### src/hw/rtl/h264_fu_a_packetizer_macros.svh
// ----------------------------------------------------------------------------
// h264_fu_a_packetizer_macros
// assertion macros shared by the fu-a packetizer rtl
// ----------------------------------------------------------------------------
`ifndef H264_FU_A_PACKETIZER_MACROS_SVH
`define H264_FU_A_PACKETIZER_MACROS_SVH

// same-cycle implication, disabled during reset
`define H264FU_ASSERT_NOW(label, clk, rst_n, ante, cons, msg) \
  label: assert property (@(posedge clk) disable iff (!rst_n) (ante) |-> (cons)) \
    else $error(msg);

// next-cycle implication, disabled during reset
`define H264FU_ASSERT_NEXT(label, clk, rst_n, ante, cons, msg) \
  label: assert property (@(posedge clk) disable iff (!rst_n) (ante) |=> (cons)) \
    else $error(msg);

`endif

### src/hw/rtl/h264fu_pkg.sv
// ----------------------------------------------------------------------------
// h264fu_pkg
// types and constants of the h.264 fu-a packetizer
// ----------------------------------------------------------------------------
package h264fu_pkg;

  localparam int UNIT_LENGTH_W = 24;

  localparam logic [4:0]  FU_A_TYPE       = 5'd28;
  localparam logic [15:0] MIN_PACKET_SIZE = 16'd4;
  localparam logic [15:0] RESET_PACKET_SIZE = 16'd1200;

  typedef struct packed {
    logic [7:0]               data_byte;
    logic                     unit_start;
    logic [UNIT_LENGTH_W-1:0] unit_length;
  } h264fu_in_t;

  typedef struct packed {
    logic [7:0] out_byte;
    logic       packet_start;
    logic       packet_end;
    logic       run_last;
  } h264fu_out_t;

  typedef enum logic [1:0] {
    ST_IDLE,
    ST_DIV_COUNT,
    ST_DIV_SIZE,
    ST_EMIT
  } h264fu_state_t;

endpackage

### src/hw/rtl/h264_fu_a_packetizer.sv
// ----------------------------------------------------------------------------
// h264_fu_a_packetizer
// splits h.264 nal units into balanced fu-a packets
// ----------------------------------------------------------------------------
// in_*  : one nal unit byte per transaction, unit_length read on unit_start
// out_* : one packet byte per transaction, with packet start/end marks and
//         run_last on the final result of each input transaction
// cfg_* : writes max_packet_size; the user must write it only while the block is idle, the block does not enforce it
// a pass-through byte or a fragment payload byte gives one result; the
// first payload byte of a fragment gives three (indicator, fu header, byte)
// the first result is registered and shown in the cycle after the input transaction
// the header byte of a fragmented unit runs two divisions on the shared
// restoring divider, first the packet count and then the balanced
// fragment size, and gives no result
// in_ready is low while results are pending or the divider is busy
// a stalled receiver simply holds the pending result and the input side
// reset clears the unit state but len_r and the result buffer, and sets max_packet_size to 1200
// ----------------------------------------------------------------------------
`include "h264_fu_a_packetizer_macros.svh"

module h264_fu_a_packetizer
  import h264fu_pkg::*;
#(
  parameter int LENGTH_BITS = 24
) (
  input  logic        clk,
  input  logic        rst_n,
  input  logic        in_valid,
  output logic        in_ready,
  input  h264fu_in_t  in_data,
  output logic        out_valid,
  input  logic        out_ready,
  output h264fu_out_t out_data,
  input  logic        cfg_valid,
  output logic        cfg_ready,
  input  logic [15:0] cfg_data
);

  localparam int LW = LENGTH_BITS;
  localparam int DW = LENGTH_BITS + 1;

  h264fu_state_t state_r, state_nxt;

  logic [15:0]   max_r;
  logic [7:0]    saved_r, saved_nxt;
  logic          frag_r, frag_nxt;
  logic [LW-1:0] pl_r, pl_nxt;
  logic [15:0]   fps_r, fps_nxt;
  logic [15:0]   bif_r, bif_nxt;
  logic [LW-1:0] off_r, off_nxt;
  logic [LW-1:0] len_r, len_nxt;

  h264fu_out_t   em_r [3];
  h264fu_out_t   em_nxt [3];
  logic [1:0]    em_cnt_r, em_cnt_nxt;
  logic [1:0]    em_idx_r, em_idx_nxt;

  logic          div_start;
  logic          div_done;
  logic [DW-1:0] div_dvd;
  logic [DW-1:0] div_dvs;
  logic [DW-1:0] div_q;

  logic [LW+UNIT_LENGTH_W-1:0] len_ext;
  logic [LW-1:0] len_in;
  logic [LW-1:0] len_eff;
  logic [15:0]   m_eff;
  logic          in_acc;
  logic          out_acc;
  logic          em_last;
  logic [7:0]    fu_ind;
  logic [7:0]    fu_hdr;
  logic [LW-1:0] pl_dec;
  logic [15:0]   bif_inc;
  logic          frag_done;

  h264fu_divider #(
    .W(DW)
  ) u_div (
    .clk      (clk),
    .rst_n    (rst_n),
    .start    (div_start),
    .dividend (div_dvd),
    .divisor  (div_dvs),
    .done     (div_done),
    .quotient (div_q)
  );

  assign in_ready  = (state_r == ST_IDLE);
  assign out_valid = (state_r == ST_EMIT);
  assign cfg_ready = 1'b1;
  assign out_data  = em_r[em_idx_r];

  assign in_acc  = in_valid && in_ready;
  assign out_acc = out_valid && out_ready;
  assign em_last = (em_idx_r == em_cnt_r - 2'd1);

  assign len_ext = {{LW{1'b0}}, in_data.unit_length};
  assign len_in  = len_ext[LW-1:0];
  assign len_eff = (len_in == '0) ? LW'(1) : len_in;
  assign m_eff   = (max_r < MIN_PACKET_SIZE) ? MIN_PACKET_SIZE : max_r;

  assign fu_ind    = {saved_r[7:5], FU_A_TYPE};
  assign fu_hdr    = {(off_r == '0), (off_r != '0) && (pl_r <= LW'(fps_r)), 1'b0,
                      saved_r[4:0]};
  assign pl_dec    = pl_r - LW'(1);
  assign bif_inc   = bif_r + 16'd1;
  assign frag_done = (bif_inc >= fps_r) || (pl_dec == '0);

  // divider operands: unit count first, then balanced fragment size
  always_comb begin
    if (state_r == ST_DIV_COUNT) begin
      div_dvd = DW'(len_r) + div_q - DW'(1);
      div_dvs = div_q;
    end else begin
      div_dvd = DW'(len_eff) + DW'(m_eff) - DW'(1);
      div_dvs = DW'(m_eff);
    end
  end

  always_comb begin
    state_nxt  = state_r;
    saved_nxt  = saved_r;
    frag_nxt   = frag_r;
    pl_nxt     = pl_r;
    fps_nxt    = fps_r;
    bif_nxt    = bif_r;
    off_nxt    = off_r;
    len_nxt    = len_r;
    em_nxt     = em_r;
    em_cnt_nxt = em_cnt_r;
    em_idx_nxt = em_idx_r;
    div_start  = 1'b0;

    unique case (state_r)
      ST_IDLE: begin
        if (in_acc) begin
          em_idx_nxt = 2'd0;
          if (in_data.unit_start) begin
            pl_nxt  = len_eff - LW'(1);
            bif_nxt = '0;
            off_nxt = '0;
            len_nxt = len_eff;
            if (len_eff <= LW'(m_eff)) begin
              frag_nxt   = 1'b0;
              em_nxt[0]  = '{out_byte: in_data.data_byte, packet_start: 1'b1,
                             packet_end: (len_eff == LW'(1)), run_last: 1'b1};
              em_cnt_nxt = 2'd1;
              state_nxt  = ST_EMIT;
            end else begin
              frag_nxt  = 1'b1;
              saved_nxt = in_data.data_byte;
              div_start = 1'b1;
              state_nxt = ST_DIV_COUNT;
            end
          end else if (pl_r == '0) begin
            state_nxt = ST_IDLE;
          end else if (!frag_r) begin
            em_nxt[0]  = '{out_byte: in_data.data_byte, packet_start: 1'b0,
                           packet_end: (pl_r == LW'(1)), run_last: 1'b1};
            em_cnt_nxt = 2'd1;
            pl_nxt     = pl_dec;
            state_nxt  = ST_EMIT;
          end else begin
            pl_nxt    = pl_dec;
            off_nxt   = off_r + LW'(1);
            bif_nxt   = frag_done ? 16'd0 : bif_inc;
            state_nxt = ST_EMIT;
            if (frag_done && (pl_dec == '0)) begin
              frag_nxt = 1'b0;
            end
            if (bif_r == '0) begin
              em_nxt[0]  = '{out_byte: fu_ind, packet_start: 1'b1,
                             packet_end: 1'b0, run_last: 1'b0};
              em_nxt[1]  = '{out_byte: fu_hdr, packet_start: 1'b0,
                             packet_end: 1'b0, run_last: 1'b0};
              em_nxt[2]  = '{out_byte: in_data.data_byte, packet_start: 1'b0,
                             packet_end: frag_done, run_last: 1'b1};
              em_cnt_nxt = 2'd3;
            end else begin
              em_nxt[0]  = '{out_byte: in_data.data_byte, packet_start: 1'b0,
                             packet_end: frag_done, run_last: 1'b1};
              em_cnt_nxt = 2'd1;
            end
          end
        end
      end
      ST_DIV_COUNT: begin
        if (div_done) begin
          div_start = 1'b1;
          state_nxt = ST_DIV_SIZE;
        end
      end
      ST_DIV_SIZE: begin
        if (div_done) begin
          fps_nxt   = 16'(div_q - DW'(2));
          state_nxt = ST_IDLE;
        end
      end
      ST_EMIT: begin
        if (out_acc) begin
          if (em_last) begin
            state_nxt = ST_IDLE;
          end else begin
            em_idx_nxt = em_idx_r + 2'd1;
          end
        end
      end
      default: begin
        state_nxt = ST_IDLE;
      end
    endcase
  end

  always_ff @(posedge clk) begin
    if (!rst_n) begin
      state_r  <= ST_IDLE;
      max_r    <= RESET_PACKET_SIZE;
      saved_r  <= '0;
      frag_r   <= 1'b0;
      pl_r     <= '0;
      fps_r    <= '0;
      bif_r    <= '0;
      off_r    <= '0;
      em_cnt_r <= 2'd1;
      em_idx_r <= 2'd0;
    end else begin
      state_r  <= state_nxt;
      saved_r  <= saved_nxt;
      frag_r   <= frag_nxt;
      pl_r     <= pl_nxt;
      fps_r    <= fps_nxt;
      bif_r    <= bif_nxt;
      off_r    <= off_nxt;
      em_cnt_r <= em_cnt_nxt;
      em_idx_r <= em_idx_nxt;
      if (cfg_valid && cfg_ready) begin
        max_r <= cfg_data;
      end
    end
  end

  always_ff @(posedge clk) begin
    len_r <= len_nxt;
    em_r  <= em_nxt;
  end

  `H264FU_ASSERT_NOW(a_no_accept_while_emitting, clk, rst_n, out_valid, !in_ready,
                     "input accepted while results pending")
  `H264FU_ASSERT_NEXT(a_count_then_size, clk, rst_n, (state_r == ST_DIV_COUNT) && div_done,
                      state_r == ST_DIV_SIZE, "size division did not follow count division")
  `H264FU_ASSERT_NEXT(a_last_result_frees_input, clk, rst_n, out_acc && out_data.run_last,
                      in_ready, "input not released after last result")

endmodule

### src/hw/rtl/h264fu_divider.sv
// ----------------------------------------------------------------------------
// h264fu_divider
// restoring unsigned divider, one quotient bit per cycle
// ----------------------------------------------------------------------------
module h264fu_divider #(
  parameter int W = 25
) (
  input  logic         clk,
  input  logic         rst_n,
  input  logic         start,
  input  logic [W-1:0] dividend,
  input  logic [W-1:0] divisor,
  output logic         done,
  output logic [W-1:0] quotient
);

  localparam int CW = $clog2(W + 1);

  logic [W-1:0]  dvd_r;
  logic [W-1:0]  dvs_r;
  logic [W-1:0]  rem_r;
  logic [CW-1:0] cnt_r;
  logic          done_r;

  logic [W:0] trial;
  logic [W:0] diff;
  logic       ge;

  assign trial = {rem_r, dvd_r[W-1]};
  assign ge    = trial >= {1'b0, dvs_r};
  assign diff  = trial - {1'b0, dvs_r};

  always_ff @(posedge clk) begin
    if (!rst_n) begin
      cnt_r  <= '0;
      done_r <= 1'b0;
    end else begin
      done_r <= 1'b0;
      if (start) begin
        dvd_r <= dividend;
        dvs_r <= divisor;
        rem_r <= '0;
        cnt_r <= CW'(W);
      end else if (cnt_r != '0) begin
        rem_r <= ge ? diff[W-1:0] : trial[W-1:0];
        dvd_r <= {dvd_r[W-2:0], ge};
        cnt_r <= cnt_r - CW'(1);
        if (cnt_r == CW'(1)) begin
          done_r <= 1'b1;
        end
      end
    end
  end

  assign done     = done_r;
  assign quotient = dvd_r;

endmodule

### config.mk
export PLATFORM = sky130hd
export DESIGN_NAME = h264_fu_a_packetizer
export DESIGN_NICKNAME = d
export VERILOG_FILES = /design/src/hw/rtl/h264fu_pkg.sv /design/src/hw/rtl/h264_fu_a_packetizer.sv /design/src/hw/rtl/h264fu_divider.sv
export VERILOG_INCLUDE_DIRS = /design/src /design/src/hw/rtl
export SDC_FILE = /design/constraint.sdc
export NUM_CORES = 1
export LEC_CHECK = 0
export BUFFER_PORTS_ARGS = -buffer_cell sky130_fd_sc_hd__buf_4
export CAP_MARGIN = 20
export CELL_PAD_IN_SITES_DETAIL_PLACEMENT = 0
export CELL_PAD_IN_SITES_GLOBAL_PLACEMENT = 2
export CORE_MARGIN = 2
export CORE_UTILIZATION = 30
export DETAILED_ROUTE_END_ITERATION = 8
export PLACE_DENSITY = 0.67
export SYNTH_ARGS = -nofsm -noshare
export SYNTH_HDL_FRONTEND = slang
export SYNTH_SLANG_ARGS = --single-unit
### constraint.sdc
create_clock -name clk -period 6.6 [get_ports clk]
set_clock_uncertainty 0.15 [all_clocks]
set_input_delay 0.66 -clock clk [delete_from_list [all_inputs] [get_ports clk]]
set_output_delay 0.66 -clock clk [all_outputs]
set_load 0.02 [all_outputs]
* After elaboration in Yosys (flattened, before gate mapping) *
Cells that the tools add are included.

storage, ports and cells
  register bits after elaboration = 243
  bits of input ports = 54
  output and inout bits = 14
  logic and storage cells = 151

operators by class
  add/subtract/negate cells = 13
  order comparisons = 6
  equal/unequal tests = 15
  muxes and demuxes = 57
  bitwise operators = 6
  reductions and logical operators = 29

operator list
  cell                                                  number
  two-way mux 24 bit                                    6
  two-way mux 25 bit                                    5
  zero test 24 bit                                      4
  two-way mux 16 bit                                    6
  two-way mux 11 bit                                    6
  subtractor 25 x 1 -> 25 bit, second input constant    2
  equality test 24 x 1 -> 1 bit, second input constant  2
  less-or-equal comparator 24 x 16 -> 1 bit             2
  subtractor 24 x 1 -> 24 bit, second input constant    2
  two-way mux 22 bit                                    2
  two-way mux 33 bit                                    1
  two-way mux 2 bit                                     16
  >= comparator 26 x 25 -> 1 bit                        1
  adder 24 x 16 -> 25 bit                               1
  adder 24 x 25 -> 25 bit                               1
  subtractor 25 bit                                     1
  adder 24 x 1 -> 24 bit, second input constant         1
  nonzero test 24 bit                                   1
  binary-select mux 11 bit (select 2 bit)               1
  adder 16 x 1 -> 16 bit, second input constant         1
  >= comparator 16 bit                                  1
  zero test 16 bit                                      1
  < comparator 16 x 3 -> 1 bit, second input constant   1
  AND reduction 4 bit                                   4
  other kinds (29)                                      57

* Logic depth before layout (Yosys ltp) *
  word-level depth = 9
  depth in mapped cells = 19

* Cells and area by module *
From an unflattened synthesis, not the netlist that was laid out.

unflattened totals
  cells, all modules = 2087
  area, all modules = 17782.1 µm²

modules (own cells, without submodules)
  module                instances  cells an instance  area each (µm²)  sequential area each (µm²)
  h264_fu_a_packetizer  1          1681               13272.7          3733.6
  h264fu_divider        1          406                4509.3           2372.3

* Worst setup path after synthesis *
Ideal clock, no wire load.

  path type = input to register
  start = input in_data[9] (netlist bit)
  end = register u_div.dvd_r[0] (netlist: u_div.quotient[0]), enable pin
  data arrival time = 5.646 ns
  data required time = 5.976 ns
  slack = 0.330 ns
  stages on the path = 12
  buffers on the path = 1
  path through = or4_1 -> nor4_1 -> nand2_1 -> nor2_1 -> nor2_1 -> ha_1 -> nor2_1 -> and4_1 -> a21oi_1 -> a31oi_1 -> clkbuf_1 -> a21oi_1

on the way
  word-level cells in the longest chain between the ends = 9

RTL lines
  what                                           RTL line                     source
  start: declaration                             h264_fu_a_packetizer.sv:30   input h264fu_in_t in_data,
  zero test 24 bit                               h264_fu_a_packetizer.sv:100  assign len_eff = (len_in == '0) ? LW'(1) : len_in;
  two-way mux 24 bit (*)                         h264_fu_a_packetizer.sv:100
  less-or-equal comparator 24 x 16 -> 1 bit (*)  h264_fu_a_packetizer.sv:144  if (len_eff <= LW'(m_eff)) begin
  two-way mux 1 bit (*)                          h264_fu_a_packetizer.sv:144
  two-way mux 1 bit (*)                          h264_fu_a_packetizer.sv:139  if (in_data.unit_start) begin
  two-way mux 1 bit (*)                          h264_fu_a_packetizer.sv:137  if (in_acc) begin
  case mux 1 bit (2 select lines) (*)            h264_fu_a_packetizer.sv:135  unique case (state_r)
  nonzero test 2 bit (no source line) (*)        -
  AND reduction 2 bit (no source line) (*)       -
  end signal: assignment                         h264fu_divider.sv:40         dvd_r <= dividend;
  end signal: assignment                         h264fu_divider.sv:46         dvd_r <= {dvd_r[W-2:0], ge};
  end: declaration                               h264fu_divider.sv:19         logic [W-1:0] dvd_r;

Every way passes the cells marked *; elsewhere a longest branch is shown, timed or not.
A chain may end at the register's enable or synchronous reset.

* Worst setup path after layout *
  start = input in_data[9] (netlist bit)
  end = register u_div.dvd_r[23] (netlist: u_div.quotient[23]), data pin

on the way
  word-level cells in the longest chain between the ends = 8

RTL lines
  what                                                                             RTL line                     source
  zero test 24 bit                                                                 h264_fu_a_packetizer.sv:100
  two-way mux 24 bit (*)                                                           h264_fu_a_packetizer.sv:100
  parallel branches: the longest is 5 deep, another holds adder 24 x 16 -> 25 bit  -
  two-way mux 25 bit (*)                                                           h264fu_divider.sv:39         if (start) begin

Mark *: on every way between the ends.

==> key figures <==
Power
  – Switch share: between 30% and 40%
  – LEAKAGE: around 8.3 nW
  – Sw power: approximately 2.7 mW
  – Combinational share of power: between 40% and 50%
  – Sequential power share: between 30% and 40%
  – Design Power: roughly 6.9 mW
  – Pwr dens: roughly 350 nW/um2
  – Worst vdd ir: 152 uV
  – Clock power share: a little over a quarter
  – Power Internal: approximately 4.2 mW

Worst setup path
  – CP Capture Type: register
  – Req. time, crit path: between 6 and 7 ns
  – Internal reg-to-reg setup slack: 1.74 ns
  – WS Path Type: in -> reg
  – Crit path max fanout: 8
  – Critical Path Start Type: primary input
  – WP data arrival: roughly 5.5 ns

Synth
  – Most area-hungry cell type in the Yosys netlist: edfxtp_1
  – Largest family of logic cells by synthesized area: simple AND/OR/NAND/NOR gates
  – Synth Area in Compound Gates: between 10% and 20%
  – XOR/XNOR Fraction of Synth Area: 6.00%
  – Yosys top cell area share: between 20% and 30%
  – Netlist cell types: between 70 and 80
  – Synth Area in Adders: 13.3%
  – Ys flop type: edfxtp_1
  – Syn_nets: approximately 2200
  – Syn Area/Cell: 8.57 um2
  – Top post-synthesis cells by area: edfxtp_1, dfxtp_1, ha_1
  – FFs w/ async S/R, synth: 0%
  – Post-synthesis simple-gate area fraction: a little under a fifth
  – Post-synth EDFFs: 126
  – Synth Warn #: 0
  – #FFs+latches synth: 242
  – Mux contribution to synthesized area: between 3 and 4%
  – Post-synthesis cell count: 2011
  – Sequential share of the synthesized area: 35.4%
  – Synth Cell Area: approximately 17000 um2

STA
  – Peak Freq: 187 MHz
  – Setup violators final: 0
  – Min cycle time layout: between 5 and 6 ns
  – Setup_tns: 0 ns
  – RSZ-0062 raised after global routing: false
  – Fin. max-slew vios: 0
  – Max-slew headroom: approximately 29%
  – Final Hold Vio Count: 0
  – Final WS setup: between 1 and 1.5 ns
  – Period utilization: 81.1%
  – Worst-Margin Slew: 1.07 ns

Die
  – Initial Utilization: ~30%
  – IO Count: 68
  – Die width: between 200 and 250 um
  – Core box area: roughly 57000 um2
  – Die extent in y: approximately 240 um
  – Row count: 87
  – Die ar.: between 50000 and 60000 um2

Route
  – Routed vias: ~14000
  – Drt initial violations: 815
  – Post-DR vias/cell: around 5.0
  – Final ANT Viol Nets: 0
  – DRC viols: 0
  – Detailed Routing Iterations Pass 1: 5
  – Routed WL per cell: between 15 and 20 um
  – Drt total wl: roughly 56 mm

Placement
  – DP Area: ~19000 um2
  – GPL Wtd Cong: 0.834
  – DP HPWL: between 40 and 50 mm
  – Setup Slack @ Placement: 0.725 ns
  – Port bufs: 66

Global routing
  – Initial antenna violation count: 0
  – Tot GR Track Use: roughly 19%
  – Number of global-route vias before repair: about 14000
  – GR Layer Usage met3: ~2.5%
  – GR Overflow Total: 0
  – Met1 GRT Util: 27.7%
  – GRT Max-Usage Layer: met2
  – Global-route wire length before repair: approximately 85 mm
  – Met2 Use GR: between 20% and 30%
  – Largest net degree at the start of global routing: 64

Clocking
  – CTS H-tree lvls: 2
  – Clock Path Buffers: 3
  – Hold_buf cts: 0
  – Resize count post-CTS: 0
  – CTS Buf Count: 34
  – Clock sink count: roughly 240
  – CTS tree: done
  – Post-CTS Setup Bufs: 0
  – Reg clk slew, reported paths: 0.06 ns
  – Clk Latency, worst-skew pair: 0.56 ns
  – Clk root buf: clkbuf_16

Final layout
  – Share of cells above drive strength 1: 8.67%
  – Diodes inserted: 0
  – Commonest non-fill, non-tap cell in the layout: inv_1
  – Fin area: roughly 20000 um2
  – Final net count: 2287
  – Commonest cells after routing, fill and taps aside: inv_1, nor2_1, ha_1
  – Area grow syn2layout: 14.1%

Run status
  – Status: complete, no violations

Min path
  – Hold crit path type: in -> reg

Flow run
  – Max cap viols: 0
layer usage:
| layer | vias up | routed length (um) |
|---|---|---|
| met5 | - | 0 |
| met4 | 0 | 971 |
| met3 | 55 | 1950 |
| met2 | 226 | 24000 |
| met1 | 6808 | 29000 |
| li1 | 7126 | - |
path summary, 6_finish.rpt:
check / startpoint / end / depth (start not counted)
min: in_data[26] / em_r[4] / 1
min reg2reg: saved_r[0] / em_r[14] / 0
max reg2reg: max_r[3] / u_div.quotient[23] / 17
max: in_data[9] / u_div.quotient[23] / 20
synthesized netlist by cell type (7+ instances only):
master and n:
a211oi_1 36, a21o_1 29, a21oi_1 125, a22o_1 13, a22oi_1 7, a311oi_1 8, a31oi_1 16, and2_1 16
and3_1 25, clkbuf_1 69, dfxtp_1 116, edfxtp_1 126, ha_1 179, inv_1 248, mux2i_1 57, nand2_1 141
nand2b_1 19, nand3_1 44, nand4_1 25, nor2_1 209, nor2b_1 14, nor3_1 41, nor4_1 27, nor4b_1 10
o211ai_1 15, o21a_1 19, o21ai_0 112, o21bai_1 14, o31ai_1 9, or3_1 19, or4_1 9, xnor2_1 71
xor2_1 47
registers in the layout (all words and copies together), names as in the netlist, 8 cells and up:
register and cells:
bif_r 16, em_r 27, fps_r 16, len_r 24
max_r 16, off_r 24, pl_r 24, saved_r 8
u_div.dvs_r 25, u_div.quotient 25, u_div.rem_r 25
power by group through the flow:
stage | registers (mW) | logic [mW] | clock network, mW
after global routing | 2.13 | 3.25 | 1.95
final | 2.10 | 2.90 | 1.85
after CTS | 2.10 | 2.91 | 1.90
after detailed placement | 2.14 | 2.88 | 0
after global placement | 2.13 | 2.89 | 0
after floorplan | 2.06 | 2.18 | 0
cell type report:
cell class,instances,area (um2)
fill,5953,37000
multi-input combinational,1436,9890
sequential,242,6110
tap,756,946
inverter,249,935
clock buffer,43,915
timing repair buffer,88,661
clock inverter,19,200
critical path: stages:
cell and delay (ns):
buf_4 0.14, or4_1 0.61, nor4_1 0.48, nand2_1 0.21
nor2_1 0.25, nor2_1 0.15, ha_1 0.22, inv_1 0.06
ha_1 0.18, inv_1 0.07, fa_1 0.37, nor2b_1 0.22
o31ai_1 0.17, a211oi_1 0.44, nor3_1 0.13, o21bai_1 0.41
a41oi_1 0.17, o21ai_0 0.22, xor2_1 0.19, o221ai_1 0.12
cell families (layout without fill, tap and decap cells):
logic type | after synthesis | in the layout
AND/OR/NAND/NOR | 636 | 636
AO/OA/AOI/OAI | 440 | 440
buffers and inverters | 333 | 399
flip-flops | 242 | 242
adder cells (fa/ha/maj) | 182 | 182
XOR/XNOR | 118 | 118
multiplexers | 59 | 59
other | 1 | 1
through the flow:
stage	hold slack (ns)	util, %	std cells
after floorplan	0.258	-	2011
after CTS	0.114	34.7	2833
after global routing	0.129	34.7	2833
after global placement	0.262	32.8	2771
final	0.144	34.7	2833
after detailed placement	0.270	32.8	2771
(Power assumes the default switching activity.)
